### src/rtl/core/gpow_pkg.sv
// Package for the GF(2) generator power block.
// Holds the configuration register map, port widths and pipeline constants.
// No dependencies.
`default_nettype none

package gpow_pkg;

  localparam int unsigned CfgIdxW  = 2;
  localparam int unsigned CfgDataW = 16;
  localparam int unsigned ExpInW   = 16;
  localparam int unsigned PowerW   = 16;
  localparam int unsigned DegRegW  = 5;

  // Horner steps handled by one pipeline stage.
  localparam int unsigned StepsPerStage = 8;

  typedef enum logic [CfgIdxW-1:0] {
    CFG_MODULUS   = 2'd0,
    CFG_DEGREE    = 2'd1,
    CFG_SINGLETON = 2'd2
  } cfg_reg_e;

  localparam logic [CfgDataW-1:0] ModulusRst   = 16'd11;
  localparam logic [DegRegW-1:0]  DegreeRst    = 5'd3;
  localparam logic [CfgDataW-1:0] SingletonRst = 16'd7;

endpackage

`default_nettype wire

### src/rtl/core/gpow_cfg.sv
// Configuration registers of the GF(2) generator power block.
// Derives the effective degree, degree mask and reduction terms.
// Depends on gpow_pkg.
`default_nettype none

module gpow_cfg
  import gpow_pkg::*;
#(
  parameter  int MAX_DEGREE = 16,
  parameter  int EXP_WIDTH  = 16,
  localparam int DegW       = $clog2(MAX_DEGREE + 1)
) (
  input  wire logic                  clk_i,
  input  wire logic                  rst_ni,
  input  wire logic                  cfg_we_i,
  input  wire logic [CfgIdxW-1:0]    cfg_idx_i,
  input  wire logic [CfgDataW-1:0]   cfg_data_i,
  output      logic [DegW-1:0]       degree_o,
  output      logic                  degree_zero_o,
  output      logic [MAX_DEGREE-1:0] mask_o,
  output      logic [MAX_DEGREE-1:0] low_o,
  output      logic [EXP_WIDTH-1:0]  singleton_o
);

  logic [CfgDataW-1:0] modulus_q, modulus_d;
  logic [DegRegW-1:0]  degree_q, degree_d;
  logic [CfgDataW-1:0] singleton_q, singleton_d;
  logic [31:0]         modulus_wide;
  logic [31:0]         singleton_wide;

  always_comb begin
    modulus_d   = modulus_q;
    degree_d    = degree_q;
    singleton_d = singleton_q;
    if (cfg_we_i) begin
      unique case (cfg_reg_e'(cfg_idx_i))
        CFG_MODULUS:   modulus_d   = cfg_data_i;
        CFG_DEGREE:    degree_d    = cfg_data_i[DegRegW-1:0];
        CFG_SINGLETON: singleton_d = cfg_data_i;
        default: ;
      endcase
    end
  end

  always_ff @(posedge clk_i or negedge rst_ni) begin
    if (!rst_ni) begin
      modulus_q   <= ModulusRst;
      degree_q    <= DegreeRst;
      singleton_q <= SingletonRst;
    end else begin
      modulus_q   <= modulus_d;
      degree_q    <= degree_d;
      singleton_q <= singleton_d;
    end
  end

  always_comb begin
    if (32'(degree_q) > MAX_DEGREE) begin
      degree_o = DegW'(MAX_DEGREE);
    end else begin
      degree_o = DegW'(degree_q);
    end
    degree_zero_o = (degree_o == '0);
    for (int i = 0; i < MAX_DEGREE; i++) begin
      mask_o[i] = (DegW'(i) < degree_o);
    end
    modulus_wide   = 32'(modulus_q);
    low_o          = modulus_wide[MAX_DEGREE-1:0] & mask_o;
    singleton_wide = 32'(singleton_q);
    singleton_o    = singleton_wide[EXP_WIDTH-1:0];
  end

endmodule

`default_nettype wire

### config.mk
export PLATFORM = sky130hd
export DESIGN_NAME = gpow_cfg
export DESIGN_NICKNAME = d
export VERILOG_FILES = /design/src/rtl/core/gpow_pkg.sv /design/src/rtl/core/gpow_cfg.sv
export SDC_FILE = /design/constraint.sdc
export NUM_CORES = 1
export LEC_CHECK = 0
export BUFFER_PORTS_ARGS = -buffer_cell sky130_fd_sc_hd__buf_4
export CAP_MARGIN = 20
export CORE_AREA = 2 2 68 70
export CTS_CLUSTER_SIZE = 25
export DETAILED_ROUTE_END_ITERATION = 10
export DIE_AREA = 0 0 70 72
export PLACE_DENSITY = 0.72
export SKIP_CTS_REPAIR_TIMING = 1
export SYNTH_ARGS = -nofsm -noshare
export SYNTH_HDL_FRONTEND = slang
export SYNTH_SLANG_ARGS = --single-unit
### constraint.sdc
create_clock -name clk_i -period 1.3 [get_ports clk_i]
set_input_delay 0.13 -clock clk_i [delete_from_list [all_inputs] [get_ports clk_i]]
set_output_delay 0.13 -clock clk_i [all_outputs]
set_load 0.03 [all_outputs]
==> flow_summary.yaml, run 1 <==
cells_and_area:
  final_common_cell: "buf_4"
  drive_gt1_frac: 0.735
  nets: 250
  syn_to_final_growth_pct: 55.8
  final_cell_mix: "76 x buf_4, 37 x mux2_2, 29 x dfrtp_1"
  diodes: 0
logic_synthesis:
  synth_top_area_share: 0.418
  synth-main-ff-cell: "dfrtp_1"
  synth_edf_count: 0
  synthAdderAreaFrac: 0
  avgSynthCellArea_um2: 12.4
  synthCells: 140
  syn_area_mm2: 0.00173
  yosysUniqueCellTypes: 27
  synth_compound_area_frac: 0.0743
  ys_warn_count: 0
  yosys.area.top_type: "dfrtp_1"
  synth_xor_area_frac: 0
  async_reset_ff_frac: 1.00
  synth_nets: 161
  yosysSeqAreaShare: 0.540
  synth.area.top_cells: "dfrtp_1 42%, mux2_2 24%, dfstp_2 12%"
  ys_seq_elements: 37
  synth_top_family_by_area: "multiplexers"
  synth.area.mux_share: 0.240
  synthSimpleGateAreaFrac: 0.102
die:
  fp.dieW_um: 70
  dieArea_mm2: 0.00504
  die_h_um: 72
  start_util: 0.407
  boundaryPins: 75
  core_area_mm2: 0.00426
  rows: 24
setup_path:
  crit_family: "simple AND/OR/NAND/NOR gates"
  crit_arrival_ps: 1580
  critPathRequiredTime_ps: 1170
  r2r_start: "degree_q[0]"
  slowest_stage: "or4_4"
  path_max_fanout: 4
  critPathBufInv: 1
  path_class: "reg -> out"
  crit_path_start: "degree_q[1]"
  cp-end-kind: "output pin"
  r2r_slack_ps: 210
  max_stage_delay_ps: 550
  start_kind: "flip-flop"
  path_cells: "or4_4 > or2_4 > buf_6"
routing:
  antenna_left: 0
  wl_per_cell_um: 15.4
  drc: 0
  wl_mm: 4.34
  vias: 1425
  dr.pass1.iters: 4
  viasPerCell: 5.05
  drt_iter0_drc: 25
global_routing:
  grt_max_degree: 38
  grt_pass1_wl_mm: 7.22
  grt_use_met2: 0.343
  grt_use_total: 0.181
  grtUsageMet3: 0.0514
  grtUsageMet1: 0.192
  antenna_found_initial: 0
  grt-ovfl-total: 0
  grt.busiest_layer: "met2"
  grt_pass1_vias: 1538
power_and_ir_drop:
  powerDensity_mw_per_mm2: 1700
  peakVddDrop_v: 0.00115
  leakage_uw: 0.00126
place:
  portBuffers: 74
  preCtsSetupSlack_ps: -201
  hpwl_mm: 3.37
  place_congestion: 0.787
clock_tree:
  cts_tree: "yes"
  clk_pin_slew_worst_paths_ps: 70
  worstSkewPairLatency_ps: 280
  clockBufferDepth: 2
  root_buffer: "clkbuf_8"
  clock_sinks: 37
  cts_buffers: 5
  cts.htree.levels: 2
min_path:
  hold_start: "cfg_data_i[15]"
  hold_path.class: "in -> reg"
sta:
  finClkSkew_ps: 0
  worst_slack_ps: -411
  fin_hold_ws_ps: 84.4
  rsz0062_at_grt: "yes"
  worst_pin_slew_ps: 458
  fin_crit_ps: 1710
  setup_viol_count_final: 35
  slew_violations: 0
  finalHoldViolCount: 0
  fmax_mhz: 585
  relSlewSlack: 0.695
  post-route-period-util: 1.32
job:
  maxCapViolations: 0
outcome:
  violations: "negative setup slack"
  status: "finished, violations left"
==> cells in the mapped netlist (2+ instances only) <==
master    number
a21boi_0       9
a21oi_1        2
and2_1         3
buf_2          3
buf_4          2
clkbuf_1       5
dfrtp_1       29
dfstp_2        8
inv_1          4
mux2_2        37
nand2_1       12
nor2_1         4
nor2b_1        5
o21ai_0        4
==> worst register-to-register path, cell delays in order (launching register included) <==
cell and delay, ps:
dfstp_2 640, buf_4 150, buf_6 110, mux2_2 150
==> power breakdown <==
part | total (uW) | internal, uW | switching (uW)
registers | 1540 | 1410 | 133
logic | 2290 | 996 | 1300
clock network | 752 | 376 | 376
==> layout make-up <==
cell class	instances	area [um2]
fill	361	1560
sequential	37	936
multi-input combinational	88	843
timing repair buffer	93	761
clock buffer	7	76.3
tap	52	65.1
inverter	4	15.0
clock inverter	1	5.00
==> metal layers <==
metal  wire [um]  share of wire
met5           0              0
met4          76          0.018
met3         277          0.064
met2        2390           0.55
met1        1600           0.37
==> state kept, by name (all words and copies together) (netlist names) <==
| register | flops |
|---|---|
| modulus_q | 16 |
| singleton_o | 16 |
| degree_q | 5 |
==> worst paths after layout <==
kind                       cells after the start         endpoint
min                                            2  singleton_o[15]
max                                            3        mask_o[0]
max reg2reg                                    3      degree_q[0]
min reg2reg                                    1     modulus_q[6]
min in group asynchronous                      2  singleton_o[11]
max in group asynchronous                      2   singleton_o[1]
==> kinds of logic (layout without fill, tap and decap cells) <==
family / Yosys count / count (layout)
buffers and inverters: 15 / 105
muxes: 37 / 37
AOI/OAI and AO/OA: 19 / 19
DFF: 37 / 37
and+or+nand+nor: 32 / 32
==> metrics by stage <==
stage               area [um2]  power (uW)  cells  setup TNS (ps)   util
floorplan                 1840        2890    140            -645      -
detailed placement        2500        3720    271            -992  0.587
CTS                       2580        4470    279           -8710  0.606
global placement          2500        3670    271            -686  0.587
global route              2700        4800    282          -10750  0.634
finish                    2700        4580    282           -8250  0.634
No activity file was read; power rests on OpenSTA's default activity.
==> run 2, diff against run 1 <==
==> constraint.sdc (replaced) <==
create_clock -name clk_i -period 1.3 [get_ports clk_i]
set_input_delay 0.39 -clock clk_i [delete_from_list [all_inputs] [get_ports clk_i]]
set_output_delay 0.39 -clock clk_i [all_outputs]
set_load 0.03 [all_outputs]
==> flow_summary.yaml, run 2 (synthesis results as in run 1) <==
die:
  start_util: 0.407
  fp.dieW_um: 70
  boundaryPins: 75
  rows: 24
  dieArea_mm2: 0.00504
  core_area_mm2: 0.00426
  die_h_um: 72
setup_path:
  cp-end-kind: "output pin"
  crit_family: "simple AND/OR/NAND/NOR gates"
  slowest_stage: "or4_4"
  r2r_slack_ps: 190
  path_cells: "or4_4 > or2_4 > buf_6"
  path_class: "reg -> out"
  critPathRequiredTime_ps: 910
  crit_arrival_ps: 1630
  start_kind: "flip-flop"
  r2r_start: "degree_q[2]"
  critPathBufInv: 1
  path_max_fanout: 4
  worst_r2r_path_depth: 3
  max_stage_delay_ps: 540
  r2r_end: "degree_q[2]"
power_and_ir_drop:
  pwr-share-seq: 0.286
  peakVddDrop_v: 0.00113
  power_switching_uw: 2070
  powerDensity_mw_per_mm2: 1730
  p_int_uw: 3370
  swShare: 0.381
  p_comb_frac: 0.522
  p_clk_frac: 0.192
  leakage_uw: 0.00145
global_routing:
  grt_pass1_vias: 1460
  grt-ovfl-total: 0
  grt_use_total: 0.194
  grt_max_degree: 38
  grt_pass1_wl_mm: 7.55
  antenna_found_initial: 0
place:
  portBuffers: 74
  place_area_mm2: 0.00271
  place_inst: 273
  place_congestion: 0.833
  hpwl_mm: 3.51
routing:
  wl_per_cell_um: 17.8
  dr.pass1.iters: 4
  viasPerCell: 5.03
  drt_iter0_drc: 51
  wl_mm: 5.15
  vias: 1460
  drc: 0
  antenna_left: 0
sta:
  relSlewSlack: 0.687
  setup_viol_count_final: 41
  finalHoldViolCount: 0
  worst_slack_ps: -720
  post-route-period-util: 1.55
  fin_crit_ps: 2020
  setup_tns_ps: -19710
  slew_violations: 0
  fmax_mhz: 495
  rsz0062_at_grt: "yes"
  worst_pin_slew_ps: 470
  finClkSkew_ps: 0
clock_tree:
  clock_sinks: 37
  root_buffer: "clkbuf_8"
  clockBufferDepth: 2
  cts_buffers: 5
  worstSkewPairLatency_ps: 300
  cts_tree: "yes"
  clk_pin_slew_worst_paths_ps: 80
  cts.htree.levels: 2
cells_and_area:
  diodes: 0
  drive_gt1_frac: 0.819
  syn_to_final_growth_pct: 81.4
  final_cell_count_no_fill: 290
  fin_area_mm2: 0.00315
  final_cell_mix: "58 x buf_4, 37 x buf_6, 29 x dfrtp_1"
  final_common_cell: "buf_4"
  nets: 258
min_path:
  hold_path.class: "in -> async"
outcome:
  violations: "negative setup slack"
  status: "finished, violations left"
job:
  maxCapViolations: 0
-- run 2: cell count changes in the layout (fill, tap and decap cells not counted), sizes merged --
cell         previous run  this run
clkbuf                  7         8
bufinv                  0         1
clkinv                  1         0
buf                    92        99
dlygate4sd3             1         0
clkinvlp                0         1
-- run 2: how the worst max path moves through the flow --
stage,cells after the start,slack (ps),from,endpoint
after floorplan,3,-420,degree_q[4],mask_o[0]
after global placement,3,-430,degree_q[3],mask_o[0]
after detailed placement,3,-460,degree_q[3],mask_o[0]
after CTS,3,-790,degree_q[3],mask_o[0]
after global routing,3,-750,degree_q[4],mask_o[0]
final,3,-720,degree_q[4],mask_o[0]
-- run 2: layout make-up --
type	count	area, um2
tap	52	65.1
clock inverter	2	37.5
inverter	4	15.0
timing repair buffer	101	982
clock buffer	6	82.6
sequential	37	936
fill	286	1120
multi-input combinational	88	1030
-- run 2: metal layers --
layer	up-vias	track usage	part of all wire
met5	-	0	0
met4	0	0.0577	0.018
met3	9	0.0486	0.039
met2	37	0.363	0.56
met1	739	0.218	0.38
li1	675	-	-
-- run 2: through the flow --
| step | hold slack [ps] | util | power (uW) | setup WS [ps] |
|---|---|---|---|---|
| 2_1_floorplan | 94.4 | - | 3120 | -423 |
| 6_report | 38.2 | 0.738 | 5450 | -720 |
| 3_3_place_gp | 366 | 0.635 | 3910 | -430 |
| 3_5_place_dp | 376 | 0.635 | 3980 | -462 |
| 4_1_cts | 55.9 | 0.663 | 5030 | -788 |
| 5_1_grt | 81.5 | 0.738 | 5660 | -749 |
-- run 2: power groups by stage --
stage	sequential, uW	combinational, uW	clock, uW
final	1560	2840	1050
after global routing	1580	2970	1100
after CTS	1550	2420	1060
after detailed placement	1560	2420	0
after global placement	1540	2370	0
after floorplan	1720	1400	0
