==> config.mk <==
export PLATFORM = sky130hd
export DESIGN_NAME = gpow_stage
export DESIGN_NICKNAME = d
export VERILOG_FILES = /design/src/rtl/core/gpow_pkg.sv /design/src/rtl/core/gpow_stage.sv
export SDC_FILE = /design/constraint.sdc
export NUM_CORES = 1
export LEC_CHECK = 0
export BUFFER_PORTS_ARGS = -buffer_cell sky130_fd_sc_hd__buf_2
export CAP_MARGIN = 20
export CORE_MARGIN = 1
export CORE_UTILIZATION = 57
export CTS_BUF_LIST = sky130_fd_sc_hd__clkbuf_4 sky130_fd_sc_hd__clkbuf_8
export CTS_CLUSTER_SIZE = 24
export DETAILED_ROUTE_END_ITERATION = 7
export PLACE_DENSITY_LB_ADDON = 0.2
export SYNTH_ARGS = -nofsm -noshare
export SYNTH_HDL_FRONTEND = slang
export SYNTH_SLANG_ARGS = --single-unit
==> constraint.sdc <==
create_clock -name clk_i -period 2.05 [get_ports clk_i]
set_input_delay 0 -clock clk_i [delete_from_list [all_inputs] [get_ports clk_i]]
set_output_delay 0 -clock clk_i [all_outputs]
set_load 0.005 [all_outputs]
==> src/rtl/core/gpow_pkg.sv <==
// Package for the GF(2) generator power block.
// Holds the configuration register map, port widths and pipeline constants.
// No dependencies.
`default_nettype none

package gpow_pkg;

  localparam int unsigned CfgIdxW  = 2;
  localparam int unsigned CfgDataW = 16;
  localparam int unsigned ExpInW   = 16;
  localparam int unsigned PowerW   = 16;
  localparam int unsigned DegRegW  = 5;

  // Horner steps handled by one pipeline stage.
  localparam int unsigned StepsPerStage = 8;

  typedef enum logic [CfgIdxW-1:0] {
    CFG_MODULUS   = 2'd0,
    CFG_DEGREE    = 2'd1,
    CFG_SINGLETON = 2'd2
  } cfg_reg_e;

  localparam logic [CfgDataW-1:0] ModulusRst   = 16'd11;
  localparam logic [DegRegW-1:0]  DegreeRst    = 5'd3;
  localparam logic [CfgDataW-1:0] SingletonRst = 16'd7;

endpackage

`default_nettype wire

==> src/rtl/core/gpow_stage.sv <==
// One pipeline stage of the square-and-multiply unit.
// Runs a slice of Horner steps of the modular squaring and, in the last slice
// of an exponent bit, the conditional multiply by x. Depends on gpow_pkg.
`default_nettype none

module gpow_stage
  import gpow_pkg::*;
#(
  parameter  int MAX_DEGREE = 16,
  parameter  int EXP_WIDTH  = 16,
  parameter  int HI         = 15,
  parameter  int LO         = 8,
  parameter  int EBIT       = 15,
  localparam int DegW       = $clog2(MAX_DEGREE + 1)
) (
  input  wire logic                  clk_i,
  input  wire logic                  rst_ni,
  input  wire logic [DegW-1:0]       degree_i,
  input  wire logic [MAX_DEGREE-1:0] mask_i,
  input  wire logic [MAX_DEGREE-1:0] low_i,
  input  wire logic                  vld_i,
  output      logic                  rdy_o,
  input  wire logic [MAX_DEGREE-1:0] acc_i,
  input  wire logic [MAX_DEGREE-1:0] opnd_i,
  input  wire logic [EXP_WIDTH-1:0]  exp_i,
  input  wire logic                  zero_i,
  output      logic                  vld_o,
  input  wire logic                  rdy_i,
  output      logic [MAX_DEGREE-1:0] acc_o,
  output      logic [MAX_DEGREE-1:0] opnd_o,
  output      logic [EXP_WIDTH-1:0]  exp_o,
  output      logic                  zero_o
);

  logic                  vld_q, vld_d;
  logic [MAX_DEGREE-1:0] acc_q, acc_d;
  logic [MAX_DEGREE-1:0] opnd_q, opnd_d;
  logic [EXP_WIDTH-1:0]  exp_q;
  logic                  zero_q;
  logic                  load;

  function automatic logic [MAX_DEGREE-1:0] times_x(
    input logic [MAX_DEGREE-1:0] r,
    input logic [DegW-1:0]       d,
    input logic [MAX_DEGREE-1:0] low,
    input logic [MAX_DEGREE-1:0] mask
  );
    logic [MAX_DEGREE:0]   t;
    logic [MAX_DEGREE-1:0] s;
    t = {r, 1'b0};
    s = t[MAX_DEGREE-1:0];
    if (t[d]) begin
      s = s ^ low;
    end
    return s & mask;
  endfunction

  always_comb begin
    logic [MAX_DEGREE-1:0] a;
    a = acc_i;
    for (int k = 0; k <= HI - LO; k++) begin
      a = times_x(a, degree_i, low_i, mask_i);
      if (opnd_i[HI-k]) begin
        a = a ^ opnd_i;
      end
    end
    if (LO == 0) begin
      if (exp_i[EBIT]) begin
        a = times_x(a, degree_i, low_i, mask_i);
      end
      opnd_d = a;
      acc_d  = '0;
    end else begin
      opnd_d = opnd_i;
      acc_d  = a;
    end
  end

  assign rdy_o = !vld_q || rdy_i;
  assign load  = rdy_o && vld_i;
  assign vld_d = rdy_o ? vld_i : vld_q;

  always_ff @(posedge clk_i or negedge rst_ni) begin
    if (!rst_ni) begin
      vld_q <= 1'b0;
    end else begin
      vld_q <= vld_d;
    end
  end

  always_ff @(posedge clk_i) begin
    if (load) begin
      acc_q  <= acc_d;
      opnd_q <= opnd_d;
      exp_q  <= exp_i;
      zero_q <= zero_i;
    end
  end

  assign vld_o  = vld_q;
  assign acc_o  = acc_q;
  assign opnd_o = opnd_q;
  assign exp_o  = exp_q;
  assign zero_o = zero_q;

endmodule

`default_nettype wire

==> metrics.txt, run 1 <==
# TYPE chip_impl_metric gauge
chip_impl_metric{name="place_worst_setup_slack",unit="ps"} -9680
chip_impl_metric{name="cell_area_after_placement",unit="mm^2"} 0.0188
chip_impl_metric{name="largest_net_degree_at_the_start_of_global_routing",unit=""} 48
chip_impl_metric{name="floorplan.die.width",unit="um"} 155
chip_impl_info{name="synthTopCellsByArea",value="sky130_fd_sc_hd__edfxtp_1 (11%), sky130_fd_sc_hd__nand2_1 (7.0%), sky130_fd_sc_hd__nor2_1 (4.5%)"} 1
chip_impl_metric{name="synth_async_sr_flop_share",unit="%"} 2.00
chip_impl_metric{name="number_of_synthesized_flops_with_an_enable_pin",unit=""} 49
chip_impl_metric{name="ys.warnings.count",unit=""} 0
chip_impl_metric{name="gp_routability_congestion",unit=""} 1.18
chip_impl_info{name="netlist.top_cell.by_area",value="sky130_fd_sc_hd__edfxtp_1"} 1
chip_impl_info{name="flow.first_error",value="[ERROR GRT-0116] Global routing finished with congestion. Check the congestion regions in the DRC Viewer."} 1
chip_impl_metric{name="cts-buffers-inserted",unit=""} 5
chip_impl_metric{name="synth.net_count",unit=""} 2057
chip_impl_metric{name="globalRoute.totalOverflow",unit=""} 26
chip_impl_metric{name="synthDistinctLibCells",unit=""} 116
chip_impl_metric{name="port_buffers",unit=""} 140
chip_impl_metric{name="first_pass_grt_wire_length",unit="mm"} 137
chip_impl_metric{name="hpwlAfterDp",unit="mm"} 51.6
chip_impl_info{name="run_status",value="aborted with a tool error"} 1
chip_impl_metric{name="num_io_pins",unit=""} 141
chip_impl_metric{name="ys_seq_elements",unit=""} 50
chip_impl_metric{name="syn_area",unit="mm^2"} 0.0134
chip_impl_metric{name="post_syn_instances",unit=""} 1967
chip_impl_metric{name="grt_pass1_vias",unit=""} 23900
chip_impl_info{name="synth.cells.most_frequent",value="sky130_fd_sc_hd__nand2_1 (251), sky130_fd_sc_hd__nor2_1 (162), sky130_fd_sc_hd__clkbuf_1 (131)"} 1
chip_impl_metric{name="initial_utilization",unit="%"} 58.8
chip_impl_metric{name="synth_top_area_share",unit="%"} 11.0
chip_impl_metric{name="dieHeight",unit="um"} 155
chip_impl_info{name="stop_stage",value="global routing"} 1
chip_impl_metric{name="clk_path_buf_depth",unit=""} 2
chip_impl_metric{name="grt.total_usage",unit="%"} 73.4
chip_impl_metric{name="htree_num_levels",unit=""} 2
chip_impl_metric{name="ys_seq_area_share",unit="%"} 11.1
chip_impl_metric{name="avgSynthCellArea",unit="um^2"} 6.82
chip_impl_info{name="clock_tree_root_driver_cell",value="sky130_fd_sc_hd__clkbuf_8"} 1
chip_impl_metric{name="fp-row-count",unit=""} 55
chip_impl_metric{name="cts_num_sinks",unit=""} 50
chip_impl_info{name="ys.flop_type",value="sky130_fd_sc_hd__edfxtp_1"} 1
chip_impl_info{name="yosysMostFrequentCell",value="sky130_fd_sc_hd__nand2_1"} 1
==> what timing repair did <==
| action | CTS |
|---|---|
| hold buffers | 26 |
| gates cloned | 2 |
| endpoints found under the hold margin | 24 |
| pin swaps | 47 |
| endpoints found under the setup margin | 16 |
| gates resized for setup | 54 |
| buffers inserted | 42 |
==> logic make-up after synthesis <==
family | count (synthesis) | synth area share, %
buf+inv | 227 | 7.49
flops | 50 | 11.1
compound gates | 542 | 30.9
xor+xnor | 89 | 6.16
mux | 89 | 6.97
simple gates | 970 | 37.3
==> metal layers <==
metal / overflow / GRT usage [%]
met2: 12 / 91.0
met5: 0 / 21.5
met1: 0 / 74.5
met4: 14 / 66.9
met3: 0 / 59.4
==> metrics by stage <==
stage	TNS, ps	instances
2_1_floorplan	-130320	1967
3_5_place_dp	-152940	2850
3_3_place_gp	-143710	2850
4_1_cts	-140190	2923
==> run 2: changes to the inputs <==
--- a/config.mk
+++ b/config.mk
@@ -8,11 +8,9 @@
 export BUFFER_PORTS_ARGS = -buffer_cell sky130_fd_sc_hd__buf_2
 export CAP_MARGIN = 20
 export CORE_MARGIN = 1
-export CORE_UTILIZATION = 57
-export CTS_BUF_LIST = sky130_fd_sc_hd__clkbuf_4 sky130_fd_sc_hd__clkbuf_8
-export CTS_CLUSTER_SIZE = 24
+export CORE_UTILIZATION = 40
 export DETAILED_ROUTE_END_ITERATION = 7
-export PLACE_DENSITY_LB_ADDON = 0.2
+export PLACE_DENSITY_LB_ADDON = 0.15
 export SYNTH_ARGS = -nofsm -noshare
 export SYNTH_HDL_FRONTEND = slang
 export SYNTH_SLANG_ARGS = --single-unit
==> constraint.sdc (replaced) <==
create_clock -name clk_i -period 2.7 [get_ports clk_i]
set_input_delay 0 -clock clk_i [delete_from_list [all_inputs] [get_ports clk_i]]
set_output_delay 0 -clock clk_i [all_outputs]
set_load 0.005 [all_outputs]
==> run 2 against run 1 <==
Synthesized cell count unchanged; the flow now finishes, with violations (negative setup slack); area after synthesis unchanged.
==> metrics.txt, run 2 <==
# TYPE chip_impl_metric gauge
chip_impl_metric{name="power.leakage",unit="nW"} 8.93
chip_impl_metric{name="fin_skew",unit="ps"} 12.4
chip_impl_metric{name="die_outline_area",unit="mm^2"} 0.0343
chip_impl_metric{name="clk_pwr_share",unit="%"} 10.2
chip_impl_metric{name="hpwlAfterDp",unit="mm"} 55.5
chip_impl_info{name="run_status",value="complete, but fails checks"} 1
chip_impl_metric{name="postRouteWirelength",unit="mm"} 74.5
chip_impl_metric{name="worst_hold_slack",unit="ps"} 72.0
chip_impl_metric{name="slew_headroom",unit="%"} 48.7
chip_impl_metric{name="clk_path_buf_depth",unit=""} 2
chip_impl_metric{name="drt-initial-drc-count",unit=""} 2482
chip_impl_metric{name="cap_viol_max_count",unit=""} 0
chip_impl_info{name="dominant_combinational_cell_family_by_area_after_synthesis",value="simple AND/OR/NAND/NOR gates"} 1
chip_impl_metric{name="synth_top_area_share",unit="%"} 11.0
chip_impl_metric{name="ys_seq_area_share",unit="%"} 11.1
chip_impl_metric{name="final.min_clock_period",unit="ps"} 11130
chip_impl_metric{name="p_int",unit="mW"} 4.04
chip_impl_info{name="timing.setup.critical_path_class",value="input pin to flip-flop"} 1
chip_impl_info{name="netlist.top_cell.by_area",value="sky130_fd_sc_hd__edfxtp_1"} 1
chip_impl_metric{name="setup_violations",unit=""} 16
chip_impl_metric{name="fp-row-count",unit=""} 66
chip_impl_metric{name="antenna_cells_inserted",unit=""} 0
chip_impl_metric{name="share_comb_of_total_power",unit="%"} 77.2
chip_impl_metric{name="globalRoute.totalOverflow",unit=""} 0
chip_impl_metric{name="floorplan.die.width",unit="um"} 185
chip_impl_metric{name="clock_latency",unit="ps"} 350
chip_impl_metric{name="tightestPinTransition",unit="ps"} 750
chip_impl_info{name="mostFrequentLayoutCells",value="sky130_fd_sc_hd__buf_4 (673), sky130_fd_sc_hd__nand2_1 (246), sky130_fd_sc_hd__nor2_1 (158)"} 1
chip_impl_metric{name="worstPathMaxFanout",unit=""} 8
chip_impl_metric{name="share_seq_of_total_power",unit="%"} 12.5
chip_impl_info{name="grt_setup_unrepaired",value="true"} 1
chip_impl_metric{name="fraction_of_final_layout_cells_sized_beyond_drive_strength_1",unit="%"} 42.5
chip_impl_metric{name="power.density_cell_area",unit="mW/mm^2"} 351
chip_impl_info{name="cp_top_family",value="simple AND/OR/NAND/NOR gates"} 1
chip_impl_metric{name="flow.area_growth_from_synthesis",unit="%"} 59.9
chip_impl_metric{name="largest_net_degree_at_the_start_of_global_routing",unit=""} 44
chip_impl_metric{name="port_buffers",unit=""} 140
chip_impl_metric{name="drt-wirelength-per-cell",unit="um"} 23.8
chip_impl_info{name="critical_path_start_type",value="input pin"} 1
chip_impl_metric{name="antenna_violations_before_repair",unit=""} 0
chip_impl_metric{name="total_switching_power",unit="mW"} 3.49
chip_impl_metric{name="grt_pass1_vias",unit=""} 18800
chip_impl_metric{name="ys.warnings.count",unit=""} 0
chip_impl_metric{name="final.period_utilization",unit="%"} 412
chip_impl_info{name="violations",value="negative setup slack"} 1
chip_impl_metric{name="required",unit="ps"} 2790
chip_impl_metric{name="switching_share",unit="%"} 46.4
chip_impl_metric{name="routed-via-count",unit=""} 20300
chip_impl_metric{name="clock_transition_at_the_registers_of_the_reported_paths",unit="ps"} 100
chip_impl_metric{name="cts-buffers-inserted",unit=""} 5
chip_impl_metric{name="avgSynthCellArea",unit="um^2"} 6.82
chip_impl_info{name="min-delay-start",value="opnd_i[6]"} 1
chip_impl_metric{name="post_synth_adder_cell_area",unit="%"} 0
chip_impl_metric{name="dp_cells",unit=""} 2998
chip_impl_info{name="min-delay-path-class",value="input pin to flip-flop"} 1
chip_impl_metric{name="drcViolationCount",unit=""} 0
chip_impl_info{name="clock_tree_root_driver_cell",value="sky130_fd_sc_hd__clkbuf_16"} 1
chip_impl_metric{name="cp_num_buf_inv",unit=""} 16
chip_impl_info{name="mostFrequentLayoutCell",value="sky130_fd_sc_hd__buf_4"} 1
chip_impl_metric{name="synthDistinctLibCells",unit=""} 116
chip_impl_metric{name="report.power.total",unit="mW"} 7.53
chip_impl_metric{name="final_hold_viol_count",unit=""} 0
chip_impl_metric{name="area_fraction_in_and_or_nand_and_nor_cells_after_synthesis",unit="%"} 37.3
chip_impl_metric{name="finalNonFillerCells",unit=""} 3129
chip_impl_metric{name="critPathArrivalTime",unit="ps"} 11220
chip_impl_metric{name="post_syn_instances",unit=""} 1967
chip_impl_metric{name="synth_async_sr_flop_share",unit="%"} 2.00
chip_impl_metric{name="power.ir.vdd_worst",unit="uV"} 295
chip_impl_metric{name="fin_ws",unit="ps"} -8430
chip_impl_metric{name="grt.total_usage",unit="%"} 42.0
chip_impl_metric{name="synth-compound-area-share",unit="%"} 30.9
chip_impl_info{name="ys.flop_type",value="sky130_fd_sc_hd__edfxtp_1"} 1
chip_impl_metric{name="router_iterations_before_antenna_repair",unit=""} 6
chip_impl_metric{name="final_max_slew_viol_count",unit=""} 0
chip_impl_metric{name="place_worst_setup_slack",unit="ps"} -9230
chip_impl_info{name="yosysMostFrequentCell",value="sky130_fd_sc_hd__nand2_1"} 1
chip_impl_metric{name="cts_num_sinks",unit=""} 50
chip_impl_info{name="crit_path_top_delay_cell",value="sky130_fd_sc_hd__or4b_4"} 1
chip_impl_metric{name="drtAntennaViolNets",unit=""} 0
chip_impl_metric{name="design.final.nets",unit=""} 2776
chip_impl_metric{name="synth-xor-area-share",unit="%"} 6.16
chip_impl_metric{name="placeable_core_area",unit="mm^2"} 0.0328
chip_impl_metric{name="crit_path_max_incr_delay",unit="ps"} 540
chip_impl_metric{name="max_freq",unit="MHz"} 89.9
chip_impl_metric{name="via_per_inst",unit=""} 6.47
chip_impl_info{name="regToRegStartpoint",value="vld_o"} 1
chip_impl_metric{name="syn_area",unit="mm^2"} 0.0134
chip_impl_info{name="synth.cells.most_frequent",value="sky130_fd_sc_hd__nand2_1 (251), sky130_fd_sc_hd__nor2_1 (162), sky130_fd_sc_hd__clkbuf_1 (131)"} 1
chip_impl_info{name="synthTopCellsByArea",value="sky130_fd_sc_hd__edfxtp_1 (11%), sky130_fd_sc_hd__nand2_1 (7.0%), sky130_fd_sc_hd__nor2_1 (4.5%)"} 1
chip_impl_metric{name="gp_routability_congestion",unit=""} 1.03
chip_impl_info{name="cts_tree",value="done"} 1
chip_impl_metric{name="number_of_synthesized_flops_with_an_enable_pin",unit=""} 49
chip_impl_metric{name="initial_utilization",unit="%"} 40.9
chip_impl_metric{name="htree_num_levels",unit=""} 2
chip_impl_info{name="crit_start",value="degree_i[1]"} 1
chip_impl_metric{name="dieHeight",unit="um"} 185
chip_impl_metric{name="ys_seq_elements",unit=""} 50
chip_impl_metric{name="synth.net_count",unit=""} 2057
chip_impl_metric{name="first_pass_grt_wire_length",unit="mm"} 109
chip_impl_metric{name="num_io_pins",unit=""} 141
chip_impl_info{name="end_kind",value="flip-flop"} 1
chip_impl_metric{name="post_synth_mux_area_share",unit="%"} 6.97
chip_impl_info{name="timing.critical_path.mode_cell",value="sky130_fd_sc_hd__buf_4"} 1
==> run 2: layout make-up <==
cell class / instances / area, um^2
multi-input combinational: 1691 / 12200
tap: 442 / 553
inverter: 34 / 128
fill: 2947 / 11300
clock buffer: 5 / 125
sequential: 50 / 1500
clock inverter: 3 / 28.8
timing repair buffer: 904 / 6930
==> run 2: per-stage QoR <==
stage | util (%) | instance area [um^2] | setup TNS [ps]
floorplan | - | 14000 | -119920
global placement | 58.4 | 19100 | -142250
detailed placement | 58.4 | 19100 | -144950
CTS | 62.8 | 20600 | -128380
global route | 65.5 | 21500 | -138780
finish | 65.5 | 21500 | -133440
==> run 2: routing by layer <==
metal	up-vias	part of all wire, %	track usage, %
li1	9051	-	-
met4	0	6.2	25.0
met1	9649	40	53.6
met3	253	9.8	6.86
met2	1303	44	66.5
met5	-	0	0
==> run 2: kinds of logic after synthesis <==
kind of cell           after synthesis
AND/OR/NAND/NOR                    970
AO/OA/AOI/OAI                      542
buffers and inverters              227
XOR/XNOR                            89
multiplexers                        89
flip-flops                          50
==> run 2: what timing repair did <==
action,in CTS,in global routing
setup buffers,57,37
cloned,5,2
gates resized for setup,123,112
setup endpoints to repair,16,16
pin swaps,53,62
hold buffers,24,0
hold endpoints to repair,22,0
==> run 2: final timing paths <==
path / endpoint / cells after the start / slack [ps]
setup / recovery: acc_o[12] / 53 / -8430
hold / removal: opnd_o[6] / 2 / 70
setup reg to reg: opnd_o[8] / 3 / 1060
hold reg to reg: acc_o[12] / 2 / 1070
max in group asynchronous: vld_o / 3 / 2110
min in group asynchronous: vld_o / 3 / 490
==> run 2: power groups by stage <==
stage,sequential [mW],combinational [mW],clock (mW)
3_3_place_gp,0.961,4.74,0
6_report,0.945,5.82,0.771
4_1_cts,0.945,5.27,0.789
3_5_place_dp,0.963,4.81,0
2_1_floorplan,0.974,2.65,0
5_1_grt,0.952,6.10,0.810
==> run 2: worst reg2reg max path: stages, from the launching register on <==
cell	delay, ps
sky130_fd_sc_hd__dfrtp_1	390
sky130_fd_sc_hd__nand2b_1	100
sky130_fd_sc_hd__and2_2	530
sky130_fd_sc_hd__buf_12	290
Note: power is estimated with default switching activity, not from simulation.
